==> src/ljpf_pkg.sv <==
// Shared types, constants and arithmetic helpers for the Lennard-Jones pair force accumulator.
// No dependencies; used by every other file of the block.
package ljpf_pkg;

   localparam int MAX_PARTICLES_DEF = 64;

   localparam int POS_W  = 24;
   localparam int CUT_W  = 26;
   localparam int CSR_W  = 26;
   localparam int FRC_W  = 32;
   localparam int PID_W  = 6;
   localparam int DEL_W  = 26;  // signed minimum-image delta
   localparam int DMAG_W = 25;  // delta magnitude
   localparam int R2_W   = 50;  // r squared, Q.40
   localparam int DIV_QW = 24;  // 1/r^2 quotient, Q.22
   localparam int DIV_CW = 5;
   localparam int FMAG_W = 35;
   localparam int PROD_W = 64;
   localparam int LO_W   = 57;
   localparam int FULL_W = 61;

   localparam logic [POS_W-1:0]  BOX_RESET = 24'd6291456;
   localparam logic [CUT_W-1:0]  CUT_RESET = 26'd6553600;
   localparam logic [R2_W-1:0]   R2_NEAR   = 50'h1 << 38;  // at or below: quotient saturates
   localparam logic [R2_W-1:0]   DIV_INIT  = 50'h1 << 38;  // 2^62 shifted down by DIV_QW
   localparam logic [FMAG_W-1:0] FACTOR_CAP = {FMAG_W{1'b1}};

   typedef enum logic [0:0] {
      CSR_BOX_LENGTH = 1'b0,
      CSR_CUTOFF_SQ  = 1'b1
   } csr_idx_type;

   typedef struct packed {
      logic [POS_W-1:0] pos_x;
      logic [POS_W-1:0] pos_y;
      logic [POS_W-1:0] pos_z;
      logic             last;
   } req_type;

   typedef struct packed {
      logic [PID_W-1:0]        particle;
      logic signed [FRC_W-1:0] force_x;
      logic signed [FRC_W-1:0] force_y;
      logic signed [FRC_W-1:0] force_z;
      logic                    overflow;
      logic                    final_res;
   } rsp_type;

   typedef enum logic [3:0] {
      ST_IDLE, ST_ROW_RD, ST_ROW_LD, ST_PAIR_RD, ST_PAIR_LD, ST_MUL, ST_USE, ST_CMP,
      ST_DIV, ST_FAC, ST_UPD, ST_NEXT, ST_ROW_END, ST_OUT_RD, ST_OUT_EM
   } state_type;

   typedef enum logic [3:0] {
      OP_SQX, OP_SQY, OP_SQZ, OP_S2, OP_S3, OP_S4, OP_S7,
      OP_CXL, OP_CXH, OP_CYL, OP_CYH, OP_CZL, OP_CZH
   } op_type;

   // Minimum-image delta a-b with a single conditional wrap.
   function automatic logic signed [DEL_W-1:0] delta(logic [POS_W-1:0] a,
                                                     logic [POS_W-1:0] b,
                                                     logic [POS_W-1:0] len);
      logic signed [DEL_W-1:0] d;
      logic signed [DEL_W:0]   d2;
      logic signed [DEL_W:0]   l;
      d  = $signed({2'b00, a}) - $signed({2'b00, b});
      d2 = {d, 1'b0};
      l  = $signed({3'b000, len});
      if (d2 > l) begin
         delta = d - $signed({2'b00, len});
      end else if (d2 < -l) begin
         delta = d + $signed({2'b00, len});
      end else begin
         delta = d;
      end
   endfunction

   function automatic logic signed [FRC_W-1:0] sat32(logic signed [FRC_W:0] v);
      if (v > $signed({2'b00, {(FRC_W-1){1'b1}}})) begin
         sat32 = {1'b0, {(FRC_W-1){1'b1}}};
      end else if (v < $signed({2'b11, {(FRC_W-1){1'b0}}})) begin
         sat32 = {1'b1, {(FRC_W-1){1'b0}}};
      end else begin
         sat32 = v[FRC_W-1:0];
      end
   endfunction

   // Drop 20 fraction bits of |factor|*|delta|, clamp and apply the sign.
   function automatic logic signed [FRC_W-1:0] contrib(logic [FULL_W-1:0] full, logic neg);
      logic [FULL_W-21:0] m;
      m = full[FULL_W-1:20];
      if (neg) begin
         if (m > 41'h0_8000_0000) m = 41'h0_8000_0000;
         contrib = FRC_W'(41'd0 - m);
      end else begin
         if (m > 41'h0_7FFF_FFFF) m = 41'h0_7FFF_FFFF;
         contrib = FRC_W'(m);
      end
   endfunction

endpackage

==> src/ljpf_div.sv <==
// Restoring divider forming floor(2^62 / r2), one quotient bit per cycle.
// Depends on ljpf_pkg. Divisor must exceed 2^38 so the quotient fits in 24 bits.
module ljpf_div (
   input  logic                         clock,
   input  logic                         reset,
   input  logic                         start,
   input  logic [ljpf_pkg::R2_W-1:0]    divisor,
   output logic                         done,
   output logic [ljpf_pkg::DIV_QW-1:0]  quotient
);
   logic [ljpf_pkg::R2_W-1:0]   rem_ff, rem_in;
   logic [ljpf_pkg::DIV_QW-1:0] q_ff, q_in;
   logic [ljpf_pkg::DIV_CW-1:0] cnt_ff, cnt_in;
   logic                        run_ff, run_in;
   logic                        done_ff, done_in;
   logic [ljpf_pkg::R2_W:0]     trial;
   logic                        ge;

   assign trial = {rem_ff, 1'b0};
   assign ge    = trial >= {1'b0, divisor};

   always_comb begin
      rem_in  = rem_ff;
      q_in    = q_ff;
      cnt_in  = cnt_ff;
      run_in  = run_ff;
      done_in = 1'b0;
      if (start) begin
         rem_in = ljpf_pkg::DIV_INIT;
         q_in   = '0;
         cnt_in = ljpf_pkg::DIV_CW'(ljpf_pkg::DIV_QW - 1);
         run_in = 1'b1;
      end else if (run_ff) begin
         rem_in = ge ? ljpf_pkg::R2_W'(trial - {1'b0, divisor}) : trial[ljpf_pkg::R2_W-1:0];
         q_in   = {q_ff[ljpf_pkg::DIV_QW-2:0], ge};
         cnt_in = cnt_ff - 1'b1;
         if (cnt_ff == '0) begin
            run_in  = 1'b0;
            done_in = 1'b1;
         end
      end
   end

   always_ff @(posedge clock) begin
      rem_ff <= rem_in;
      q_ff   <= q_in;
      cnt_ff <= cnt_in;
      if (reset) begin
         run_ff  <= 1'b0;
         done_ff <= 1'b0;
      end else begin
         run_ff  <= run_in;
         done_ff <= done_in;
      end
   end

   assign done     = done_ff;
   assign quotient = q_ff;
endmodule

==> config.mk <==
export PLATFORM = sky130hd
export DESIGN_NAME = ljpf_div
export DESIGN_NICKNAME = d
export VERILOG_FILES = /design/src/ljpf_pkg.sv /design/src/ljpf_div.sv
export SDC_FILE = /design/constraint.sdc
export NUM_CORES = 1
export LEC_CHECK = 0
export BUFFER_PORTS_ARGS = -buffer_cell sky130_fd_sc_hd__buf_2
export CAP_MARGIN = 20
export CELL_PAD_IN_SITES_DETAIL_PLACEMENT = 1
export CELL_PAD_IN_SITES_GLOBAL_PLACEMENT = 1
export CORE_MARGIN = 8
export CORE_UTILIZATION = 35
export DETAILED_ROUTE_END_ITERATION = 8
export GPL_TIMING_DRIVEN = 0
export PLACE_DENSITY_LB_ADDON = 0.15
export SLEW_MARGIN = 30
export SYNTH_ARGS = -nofsm -noshare
export SYNTH_HDL_FRONTEND = slang
export SYNTH_SLANG_ARGS = --single-unit
export TNS_END_PERCENT = 50
==> constraint.sdc <==
create_clock -name clock -period 4.35 [get_ports clock]
set_input_delay 0.435 -clock clock [delete_from_list [all_inputs] [get_ports clock]]
set_output_delay 0.435 -clock clock [all_outputs]
set_load 0.05 [all_outputs]
* Word-level counts from Yosys, hierarchy flattened
Index checks and enable logic that the tools add are counted.
** Storage, ports and cells
- Register bits :: 81
- Bits in latches :: 0
- Bits in writable memories :: 0
- ROM bits :: 0
- Input bits :: 53
- Word-level logic and storage cells :: 16
- Memories :: 0
** Operators by class
- Add/subtract/negate cells :: 2
- $mul :: 0
- Div/mod/pow operators :: 0
- $lt $le $gt $ge :: 1
- Eq/ne operators :: 0
- Shift-type cells :: 0
- Multiplexer cells :: 5
- Bitwise logic cells :: 1
- Reductions and logical operators :: 2
** Operators by type and width (count)
- $ge A51 B50 Y1 :: 1
- $mux W50 :: 1
- $sub A50 B50 Y50 :: 1
- $logic_not A5 Y1 :: 1
- $sub A5 B1 Y5 const B :: 1
- $mux W1 :: 4
- $reduce_or A3 Y1 :: 1
- $not A1 Y1 :: 1

* Longest topological paths before layout
Gate-level depths: netlist (run 1).
- Depth in word-level cells :: 4
- Depth in mapped cells :: 15

* Worst setup path before layout (run 1)
Ideal clock, no wire load.
- Path type :: input port to flip-flop
- Start :: input port divisor[10] (netlist name)
- End :: register rem_ff[45] (netlist name)
- Setup time :: 0.088 ns
- Data arrival time :: 2.847 ns
- Data required time :: 4.262 ns
- Setup slack :: 1.414 ns
- Stages :: 13
- Path buffers :: 1
- Path through :: inv_1 > ha_1 > buf_2 > and4_4 > and3_4 > a21boi_2 > o31ai_2 > a211oi_4 > o211ai_1 > a21boi_0 > o21ai_0 > or3b_1 > a311oi_2
** Between the ends
- Cells in the longest elaborated chain, start to end :: 2
** RTL lines
- from (decl) :: RTL line ljpf_div.sv:7 : input logic [ljpf_pkg::R2_W-1:0] divisor,
- $sub A50 B50 Y50 / $ge A51 B50 Y1 (equally long branches) :: RTL line ljpf_div.sv:34, ljpf_div.sv:20
- $mux W50 * :: RTL line ljpf_div.sv:34 : rem_in = ge ? ljpf_pkg::R2_W'(trial - {1'b0, divisor}) : trial[ljpf_pkg::R2_W-1:0];
- to (signal assigned) :: RTL line ljpf_div.sv:45 : rem_ff <= rem_in;
- to (decl) :: RTL line ljpf_div.sv:11 : logic [ljpf_pkg::R2_W-1:0] rem_ff, rem_in;
Every way passes the cells marked *; elsewhere a longest branch is shown, timed or not.
A chain may end at the register's enable or synchronous reset.

* Worst setup path after layout (run 1)
- Start :: register rem_ff[0] (netlist name)
- End :: register rem_ff[14] (netlist name)
** Between the ends
- Cells in the longest elaborated chain, start to end :: 2
** RTL lines (RTL line)
- $sub A50 B50 Y50 / $ge A51 B50 Y1 (equally long branches) :: ljpf_div.sv:34, ljpf_div.sv:20
- $mux W50 * :: ljpf_div.sv:34
Marked as above.

==> impl_metrics.py, run 1 <==
metrics = {
    "timing": {
        "fmax_mhz": 278,
        "setup_viol": 0,
        "tns_ps": 0,
        "worstMarginPinSlew_ps": 837,
        "finalHoldViolCount": 0,
        "finClkSkew_ps": 5.16,
        "fin_crit_sh_pct": 82.7,
        "timing.final.max_slew_violations": 0,
        "finalCriticalPeriod_ps": 3600,
        "rsz0062_at_grt": "false",
        "maxSlewHeadroom_pct": 44.2,
    },
    "yosys": {
        "synth.area.mux_share_pct": 3.87,
        "synth_fa_ha_area_share_pct": 10.3,
        "synth_flop_cell": "dfxtp_1",
        "synth_simple_gate_area_share_pct": 21.7,
        "synth_xor_area_share_pct": 5.50,
        "synthTopCellsByCount": "nand2_1, nor2_1, dfxtp_1, inv_1, a21oi_1",
        "synth-compound-area-share_pct": 27.1,
        "ys_seq_area_share_pct": 24.8,
        "avgSynthCellArea_um2": 7.75,
        "synth.top_cell.area_share_pct": 24.8,
        "yosysTopAreaCell": "dfxtp_1",
        "synthCells": 842,
        "synth_area_leaders": "dfxtp_1, ha_1, nand2_1",
        "ys_ff_latch": 81,
        "synth_edf_count": 0,
        "synth_nets": 948,
        "yosysMostFrequentCell": "nand2_1",
        "syn_area_mm2": 0.00653,
        "synth_top_family_by_area": "compound AO/OA/AOI/OAI gates",
        "ys.warnings.count": 0,
        "synth_cell_types": 76,
        "async_flop_share_pct": 0,
    },
    "setup_path": {
        "cpLargestDelayFamily": "compound AO/OA/AOI/OAI gates",
        "required_ps": 4610,
        "worstPathMaxFanout": 10,
        "critPathCaptureType": "flip-flop",
        "path_buf_inv": 2,
        "cp_cell_sequence": "ha_1 > nor2b_1 > o2111ai_1 > a21oi_1 > o211ai_1 > a21boi_1 > o21a_1 > o211ai_4 > nand2_1 > buf_2 > buf_2 > nand2_1 > a311oi_1",
        "cp.arrival_ps": 3860,
        "cpMaxStageDelayCell": "a21boi_1",
        "ff2ff_setup_slack_ps": 750,
        "crit_cells": 13,
        "critPathMaxStageDelay_ps": 420,
        "r2r_cells": 13,
        "start_kind": "flip-flop",
        "critPathKind": "flip-flop to flip-flop",
    },
    "pwr": {
        "clockPowerShare_pct": 34.2,
        "switchingPower_mw": 0.970,
        "p_comb_share_pct": 34.0,
        "switching_share_pct": 37.2,
        "ir_worst_vdd_mv": 0.219,
        "leakage_nw": 3.38,
        "cellPowerDensity_mw_per_mm2": 346,
        "internal-power_mw": 1.64,
        "seq_power_share_pct": 31.8,
    },
    "clocking": {
        "postCtsHoldBufs": 0,
        "clock_sinks": 81,
        "cts_tree": "done",
        "numCtsBuffers": 9,
        "insertion_delay_ps": 360,
        "cts_root_buf": "clkbuf_16",
        "cts_setup_buffers": 0,
        "clk_pin_slew_ps": 70,
        "clockBufferDepth": 2,
        "h-tree-depth": 3,
        "ctsResizeCount": 0,
    },
    "global_route": {
        "grt_pass1_wl_mm": 34.9,
        "grt_use_total_pct": 18.3,
        "gr-total-overflow": 0,
        "grt_pass1_vias": 6610,
        "grt_max_degree": 17,
        "antenna_found_initial": 0,
    },
    "route": {
        "drc": 0,
        "highest_layer": "met4",
        "drt-met1-wl_mm": 10.3,
        "routed-wl-met3_um": 721,
        "dr_total_vias": 6239,
        "routedWlPerCell_um": 18.2,
        "via_per_inst": 5.34,
        "drtPass1Iterations": 5,
        "drt_iter0_drc": 209,
        "wirelength_mm": 21.2,
        "ant_nets": 0,
        "routed-wl-met2_mm": 9.78,
    },
    "layout": {
        "drive_above_1_share_pct": 16.5,
        "fillers": 2345,
        "diodes": 0,
        "final_nets": 1035,
        "utilization_pct": 40.7,
        "syn2layout_area_growth_pct": 15.4,
    },
    "run_status": {
        "status": "completed",
    },
    "floorplanning": {
        "start_util_pct": 35.2,
        "die_w_um": 153,
        "top_level_ports": 78,
        "die_h_um": 153,
        "rows": 50,
        "core_area_mm2": 0.0185,
        "die-area_mm2": 0.0233,
    },
    "min_path": {
        "hold_depth": 2,
        "hold_class": "input port to flip-flop",
    },
    "flow_run": {
        "cap_violations": 0,
    },
    "placed_design": {
        "post-dp-hpwl_mm": 16.5,
        "port-buffer-count": 76,
        "gp_congestion": 0.828,
    },
}
-- layout by cell type (no fill, tap or decap), drive strengths merged, types with 8 or more instances in the layout --
master and count:
nand2 124, nor2 92, buf 92, dfxtp 81
inv 67, a21oi 64, ha 52, a311oi 41
clkbuf 35, o21ai 30, a21o 27, xnor2 25
mux2i 23, nand3 19, xor2 16, and3 11
o211ai 11, nor3 11, nand4 10, o21bai 10
nand2b 8, a211oi 8
-- state kept, by name, indices dropped and copies added, names as in the netlist --
name      flops
rem_ff       50
cnt_ff        5
done          1
run_ff        1
quotient     24
-- metal layers --
layer / vias to the layer above / track usage, %
met5: - / 0
met4: 0 / 5.37
met3: 22 / 2.72
met2: 79 / 30.5
met1: 2974 / 24.0
li1: 3164 / -
-- cells by family after synthesis --
logic type      count (synthesis)
buf+inv                       105
fa+ha+maj                      53
simple gates                  308
xor+xnor                       41
flops                          81
mux                            25
compound gates                229
-- final timing paths --
kind | startpoint | to
max | rem_ff[0]$_SDFFE_PP0P_ | rem_ff[14]$_SDFFE_PP0P_
min | reset | run_ff$_SDFF_PP0_
max reg2reg | rem_ff[0]$_SDFFE_PP0P_ | rem_ff[14]$_SDFFE_PP0P_
min reg2reg | quotient[23]$_SDFFE_PP0P_ | quotient[23]$_SDFFE_PP0P_
-- area by class of cell --
cell class / instances / area (um^2) / share of cell area [%]
Buffer: 42 / 196 / 2.61
Clock inverter: 7 / 106 / 1.41
Sequential cell: 81 / 1620 / 21.5
Inverter: 63 / 236 / 3.14
Timing Repair Buffer: 76 / 380 / 5.05
Clock buffer: 9 / 225 / 2.99
Tap cell: 234 / 293 / 3.89
Multi-Input combinational cell: 656 / 4470 / 59.4
-- metrics by stage --
stage,cell area (um^2),total power [mW],instances,worst slack [ps],hold slack [ps]
4_1_cts,7530,2.63,1168,744,245
2_1_floorplan,6530,1.49,842,1410,458
3_3_place_gp,7200,1.72,1152,554,473
3_5_place_dp,7200,1.73,1152,533,486
6_report,7530,2.61,1168,754,256
5_1_grt,7530,2.76,1168,516,265
-- power groups by stage --
stage / clock network [mW] / registers, mW / logic (mW)
after floorplan: 0 / 0.836 / 0.652
after global placement: 0 / 0.844 / 0.880
after detailed placement: 0 / 0.845 / 0.886
after CTS: 0.911 / 0.828 / 0.892
after global routing: 0.940 / 0.834 / 0.986
final: 0.892 / 0.829 / 0.885
No activity file was read; power rests on OpenSTA's default activity.
==> run 2, diff against run 1 <==
- clock period: 4.35 -> 3.2 ns (I/O delays scaled with it)
==> run 2 against run 1 <==
- sequential power rose by 36%
- die area stayed put
- setup slack got worse by 640 ps
- power is 41% higher
- flip-flop and latch count stayed put
- combinational power increased by 49%
- largest power group is now combinational logic
==> impl_metrics.py, run 2 (same netlist as run 1, synthesis figures left out) <==
metrics = {
    "setup_path": {
        "cp_cell_sequence": "ha_1 > clkbuf_4 > and4_4 > and3_4 > a21boi_4 > o31ai_4 > a211oi_4 > o211ai_1 > a21boi_1 > o21ai_0 > or3b_1 > a311oi_2",
        "cpMaxStageDelayCell": "or3b_1",
        "worstPathMaxFanout": 7,
        "critPathKind": "flip-flop to flip-flop",
        "critPathMaxStageDelay_ps": 410,
        "critPathCaptureType": "flip-flop",
        "r2r_cells": 12,
        "ff2ff_setup_slack_ps": 110,
        "cp.arrival_ps": 3360,
        "required_ps": 3470,
        "start_kind": "flip-flop",
    },
    "route": {
        "drtPass1Iterations": 5,
        "dr_total_vias": 6333,
        "via_per_inst": 5.39,
        "ant_nets": 0,
        "wirelength_mm": 21.9,
        "routedWlPerCell_um": 18.7,
        "drc": 0,
        "drt_iter0_drc": 256,
    },
    "placed_design": {
        "gp_congestion": 0.828,
        "placed_area_mm2": 0.00720,
        "dpl.cell_count": 1152,
        "port-buffer-count": 76,
        "place_worst_setup_slack_ps": -502,
        "post-dp-hpwl_mm": 16.5,
    },
    "layout": {
        "diodes": 0,
        "final_nets": 1041,
        "largest_reg_flops": 50,
        "stdcell_area_mm2": 0.00796,
        "utilization_pct": 43.0,
        "syn2layout_area_growth_pct": 22.0,
        "regMostFlops": "rem_ff",
        "final_common_cell": "nand2_1",
        "layout.cells.non_filler": 1174,
        "fillers": 2311,
        "drive_above_1_share_pct": 21.9,
        "final_cell_mix": "nand2_1, nor2_1, dfxtp_1, buf_2, inv_1",
    },
    "pwr": {
        "ir_worst_vdd_mv": 0.298,
        "cellPowerDensity_mw_per_mm2": 461,
        "leakage_nw": 3.45,
    },
    "clocking": {
        "insertion_delay_ps": 360,
        "cts_root_buf": "clkbuf_16",
        "clk_pin_slew_ps": 70,
        "clock_sinks": 81,
        "cts_tree": "done",
        "h-tree-depth": 3,
        "postCtsHoldBufs": 0,
        "clockBufferDepth": 2,
        "numCtsBuffers": 9,
    },
    "floorplanning": {
        "die_w_um": 153,
        "top_level_ports": 78,
        "rows": 50,
        "core_area_mm2": 0.0185,
        "die-area_mm2": 0.0233,
        "die_h_um": 153,
        "start_util_pct": 35.2,
    },
    "timing": {
        "finalHoldViolCount": 0,
        "worstMarginPinSlew_ps": 846,
        "timing.final.max_slew_violations": 0,
        "tns_ps": 0,
        "finalCriticalPeriod_ps": 3090,
        "finClkSkew_ps": 6.79,
        "maxSlewHeadroom_pct": 43.6,
        "fin_ws_ps": 113,
        "setup_viol": 0,
        "fin_crit_sh_pct": 96.5,
        "fmax_mhz": 324,
    },
    "run_status": {
        "status": "completed",
    },
    "global_route": {
        "gr-total-overflow": 0,
        "antenna_found_initial": 0,
        "grt_max_degree": 17,
        "grt_pass1_vias": 6673,
        "grt_use_total_pct": 18.6,
        "grt_pass1_wl_mm": 35.3,
    },
    "flow_run": {
        "cap_violations": 0,
    },
    "min_path": {
        "hold_class": "input port to flip-flop",
        "hold_depth": 2,
    },
}
==> run 2: path summary, 6_finish.rpt <==
kind | from | endpoint
max | rem_ff[9]$_SDFFE_PP0P_ | rem_ff[45]$_SDFFE_PP0P_
min | reset | run_ff$_SDFF_PP0_
max reg2reg | rem_ff[9]$_SDFFE_PP0P_ | rem_ff[45]$_SDFFE_PP0P_
min reg2reg | quotient[23]$_SDFFE_PP0P_ | quotient[23]$_SDFFE_PP0P_
==> run 2: power breakdown <==
| group | internal, mW | leakage, nW | switching, mW | total [mW] |
|---|---|---|---|---|
| registers | 1.07 | 0.664 | 0.0600 | 1.13 |
| logic | 0.527 | 2.62 | 0.797 | 1.32 |
| clock network | 0.701 | 0.163 | 0.515 | 1.22 |
==> run 2: critical path, delay by kind of cell, from the launching register on <==
| family | cells | cell delay [ps] |
|---|---|---|
| AND/OR/NAND/NOR | 3 | 770 |
| AO/OA/AOI/OAI | 7 | 1460 |
| flip-flops | 1 | 330 |
| buffers and inverters | 1 | 170 |
| adder cells (fa/ha/maj) | 1 | 260 |
==> run 2: repair_timing <==
action | CTS | global route
gates resized for setup | 15 | 63
pin swaps | 6 | 19
buffers inserted | 6 | 5
setup endpoints to repair | 50 | 49
==> run 2: per-stage QoR <==
stage	hold slack [ps]	total power, mW
final	140	3.67
after global routing	151	3.87
after CTS	130	3.61
after detailed placement	486	2.35
after global placement	473	2.34
after floorplan	392	2.02
==> run 2: routing by layer <==
layer | up-vias | GRT usage (%) | wire, um
met5 | - | 0 | 0
met4 | 0 | 5.42 | 289
met3 | 18 | 2.75 | 884
met2 | 85 | 31.1 | 10400
met1 | 3048 | 24.2 | 10400
li1 | 3182 | - | -
==> run 2: area by class of cell <==
type	instances	area [um^2]	share of cell area, %
buffer	37	233	2.92
clock buffer	9	225	2.83
clock inverter	7	106	1.34
inverter	63	236	2.97
multi-input combinational	656	4780	60.0
sequential	81	1620	20.4
tap	234	293	3.68
timing repair buffer	87	463	5.82
==> run 3, diff against run 2 <==
- REMOVE_ABC_BUFFERS: unset -> 1
==> run 3 against run 2 <==
- first-iteration DRC count is 17% lower
- clock-buffer cell count stayed put
- final cell count is 1.7% lower
- core utilization is 0.24 points higher
- non-clock buffer count is 26 lower
- sequential share of layout area hardly changed
- clock skew is 5.7 ps higher
- flip-flop and latch count stayed put
- clock power is 13% lower
- die area stayed put
- critical endpoint is now rem_ff[47]$_SDFFE_PP0P_
==> impl_metrics.py, run 3 (same netlist as run 1, synthesis figures left out) <==
metrics = {
    "clocking": {
        "insertion_delay_ps": 360,
        "clock_sinks": 81,
        "cts_root_buf": "clkbuf_16",
        "clk_pin_slew_ps": 80,
        "cts_tree": "done",
        "clockBufferDepth": 2,
        "numCtsBuffers": 9,
        "h-tree-depth": 3,
        "postCtsHoldBufs": 0,
    },
    "floorplanning": {
        "die_h_um": 153,
        "die-area_mm2": 0.0233,
        "top_level_ports": 78,
        "die_w_um": 153,
        "start_util_pct": 35.2,
        "rows": 50,
        "core_area_mm2": 0.0185,
    },
    "setup_path": {
        "critPathKind": "flip-flop to flip-flop",
        "critPathCaptureType": "flip-flop",
        "start_kind": "flip-flop",
        "r2r_start": "rem_ff[10]$_SDFFE_PP0P_",
        "cp.arrival_ps": 3320,
        "r2r_cells": 11,
        "required_ps": 3450,
        "ff2ff_setup_slack_ps": 140,
        "worst_r2r_endpoint": "rem_ff[47]$_SDFFE_PP0P_",
        "worstPathMaxFanout": 7,
    },
    "placed_design": {
        "port-buffer-count": 77,
        "post-dp-hpwl_mm": 14.2,
        "gp_congestion": 0.813,
    },
    "global_route": {
        "grt_pass1_wl_mm": 33.1,
        "antenna_found_initial": 0,
        "grt_use_total_pct": 17.0,
        "gr-total-overflow": 0,
        "grt_max_degree": 50,
        "grt_pass1_vias": 6628,
    },
    "timing": {
        "setup_viol": 0,
        "holdWs_ps": 130,
        "finalCriticalPeriod_ps": 3060,
        "fin_crit_sh_pct": 95.7,
        "worstMarginPinSlew_ps": 546,
        "timing.final.max_slew_violations": 0,
        "finClkSkew_ps": 12.5,
        "rsz0062_at_grt": "true",
        "maxSlewHeadroom_pct": 63.6,
        "fmax_mhz": 326,
        "tns_ps": 0,
        "finalHoldViolCount": 0,
    },
    "route": {
        "drc": 0,
        "routedWlPerCell_um": 17.8,
        "via_per_inst": 5.45,
        "ant_nets": 0,
        "wirelength_mm": 20.6,
        "drt_iter0_drc": 213,
        "dr_total_vias": 6289,
        "drtPass1Iterations": 4,
    },
    "min_path": {
        "hold_class": "input port to flip-flop",
        "hp-start": "reset",
        "hold_path_end": "run_ff$_SDFF_PP0_",
        "hold_depth": 2,
    },
    "pwr": {
        "power_mw": 3.53,
        "leakage_nw": 3.46,
        "ir_worst_vdd_mv": 0.278,
        "cellPowerDensity_mw_per_mm2": 442,
    },
    "layout": {
        "regMostFlops": "rem_ff",
        "fillers": 2261,
        "final_cell_mix": "nand2_1, nor2_1, dfxtp_1, buf_2, inv_1",
        "syn2layout_area_growth_pct": 22.6,
        "final_common_cell": "nand2_1",
        "drive_above_1_share_pct": 24.2,
        "largest_reg_flops": 50,
        "diodes": 0,
        "final_nets": 1021,
    },
    "flow_run": {
        "cap_violations": 0,
    },
    "run_status": {
        "status": "completed",
    },
}
run 3: cell count changes in the layout (fill, tap and decap cells not counted), sizes merged:
cell | before | now
clkbuf | 33 | 9
and2 | 3 | 8
inv | 67 | 70
buf | 100 | 98
bufinv | 2 | 0
clkinv | 1 | 0
nand2 | 124 | 125
run 3: worst max path at each step:
stage | startpoint | end | cells after the start
after floorplan | run_ff$_SDFF_PP0_ | cnt_ff[4]$_SDFFE_PP1P_ | 4
after global placement | run_ff$_SDFF_PP0_ | cnt_ff[4]$_SDFFE_PP1P_ | 4
after detailed placement | divisor[40] | rem_ff[31]$_SDFFE_PP0P_ | 12
after CTS | rem_ff[3]$_SDFFE_PP0P_ | rem_ff[46]$_SDFFE_PP0P_ | 11
after global routing | rem_ff[24]$_SDFFE_PP0P_ | rem_ff[46]$_SDFFE_PP0P_ | 12
final | rem_ff[10]$_SDFFE_PP0P_ | rem_ff[47]$_SDFFE_PP0P_ | 11
run 3: repair_timing:
item | 4_1_cts | 5_1_grt
cloned | 3 | 3
pin swaps | 6 | 18
resized for setup | 13 | 70
setup buffers | 7 | 11
setup endpoints to repair | 51 | 50
run 3: final cells by class:
type | count | area [um^2] | share of cell area [%]
repair buffers | 98 | 628 | 7.85
clock buffers | 9 | 225 | 2.81
inverters | 63 | 236 | 2.95
well taps | 234 | 293 | 3.66
multi-input cells | 662 | 4930 | 61.5
clock inverters | 7 | 66.3 | 0.829
flip-flops and latches | 81 | 1630 | 20.4
run 3: critical path, stage by stage (launching register included):
cell and delay (ps):
dfxtp_1 340, ha_2 400, and4_4 250, and3_4 190, a21boi_2 250, o31ai_4 110
a211oi_4 320, o211ai_1 170, a21oi_1 190, mux2_1 340, and3_1 190, a2111oi_2 200
run 3: per-layer routing:
| layer | global-route usage [%] | vias to the layer above | share of wire (%) |
|---|---|---|---|
| met3 | 3.35 | 9 | 2.8 |
| met5 | 0 | - | 0 |
| met4 | 4.24 | 0 | 0.66 |
| met2 | 29.9 | 70 | 50 |
| li1 | - | 3144 | - |
| met1 | 20.8 | 3066 | 47 |
run 3: metrics by stage:
stage	instances	setup slack [ps]	area (um^2)	utilization [%]
5_1_grt	1154	-28.9	8000	43.2
2_1_floorplan	800	-798	6330	-
4_1_cts	1140	-7.35	7520	40.6
6_report	1154	136	8000	43.2
3_3_place_gp	1111	-1900	7010	37.8
3_5_place_dp	1114	-569	7090	38.3
run 3: where the power goes:
group | total, mW | internal (mW) | leakage, nW | switching (mW)
clock network | 1.06 | 0.552 | 0.146 | 0.512
registers | 1.14 | 1.07 | 0.664 | 0.0727
logic | 1.33 | 0.545 | 2.65 | 0.781
total | 3.53 | 2.17 | 3.46 | 1.37
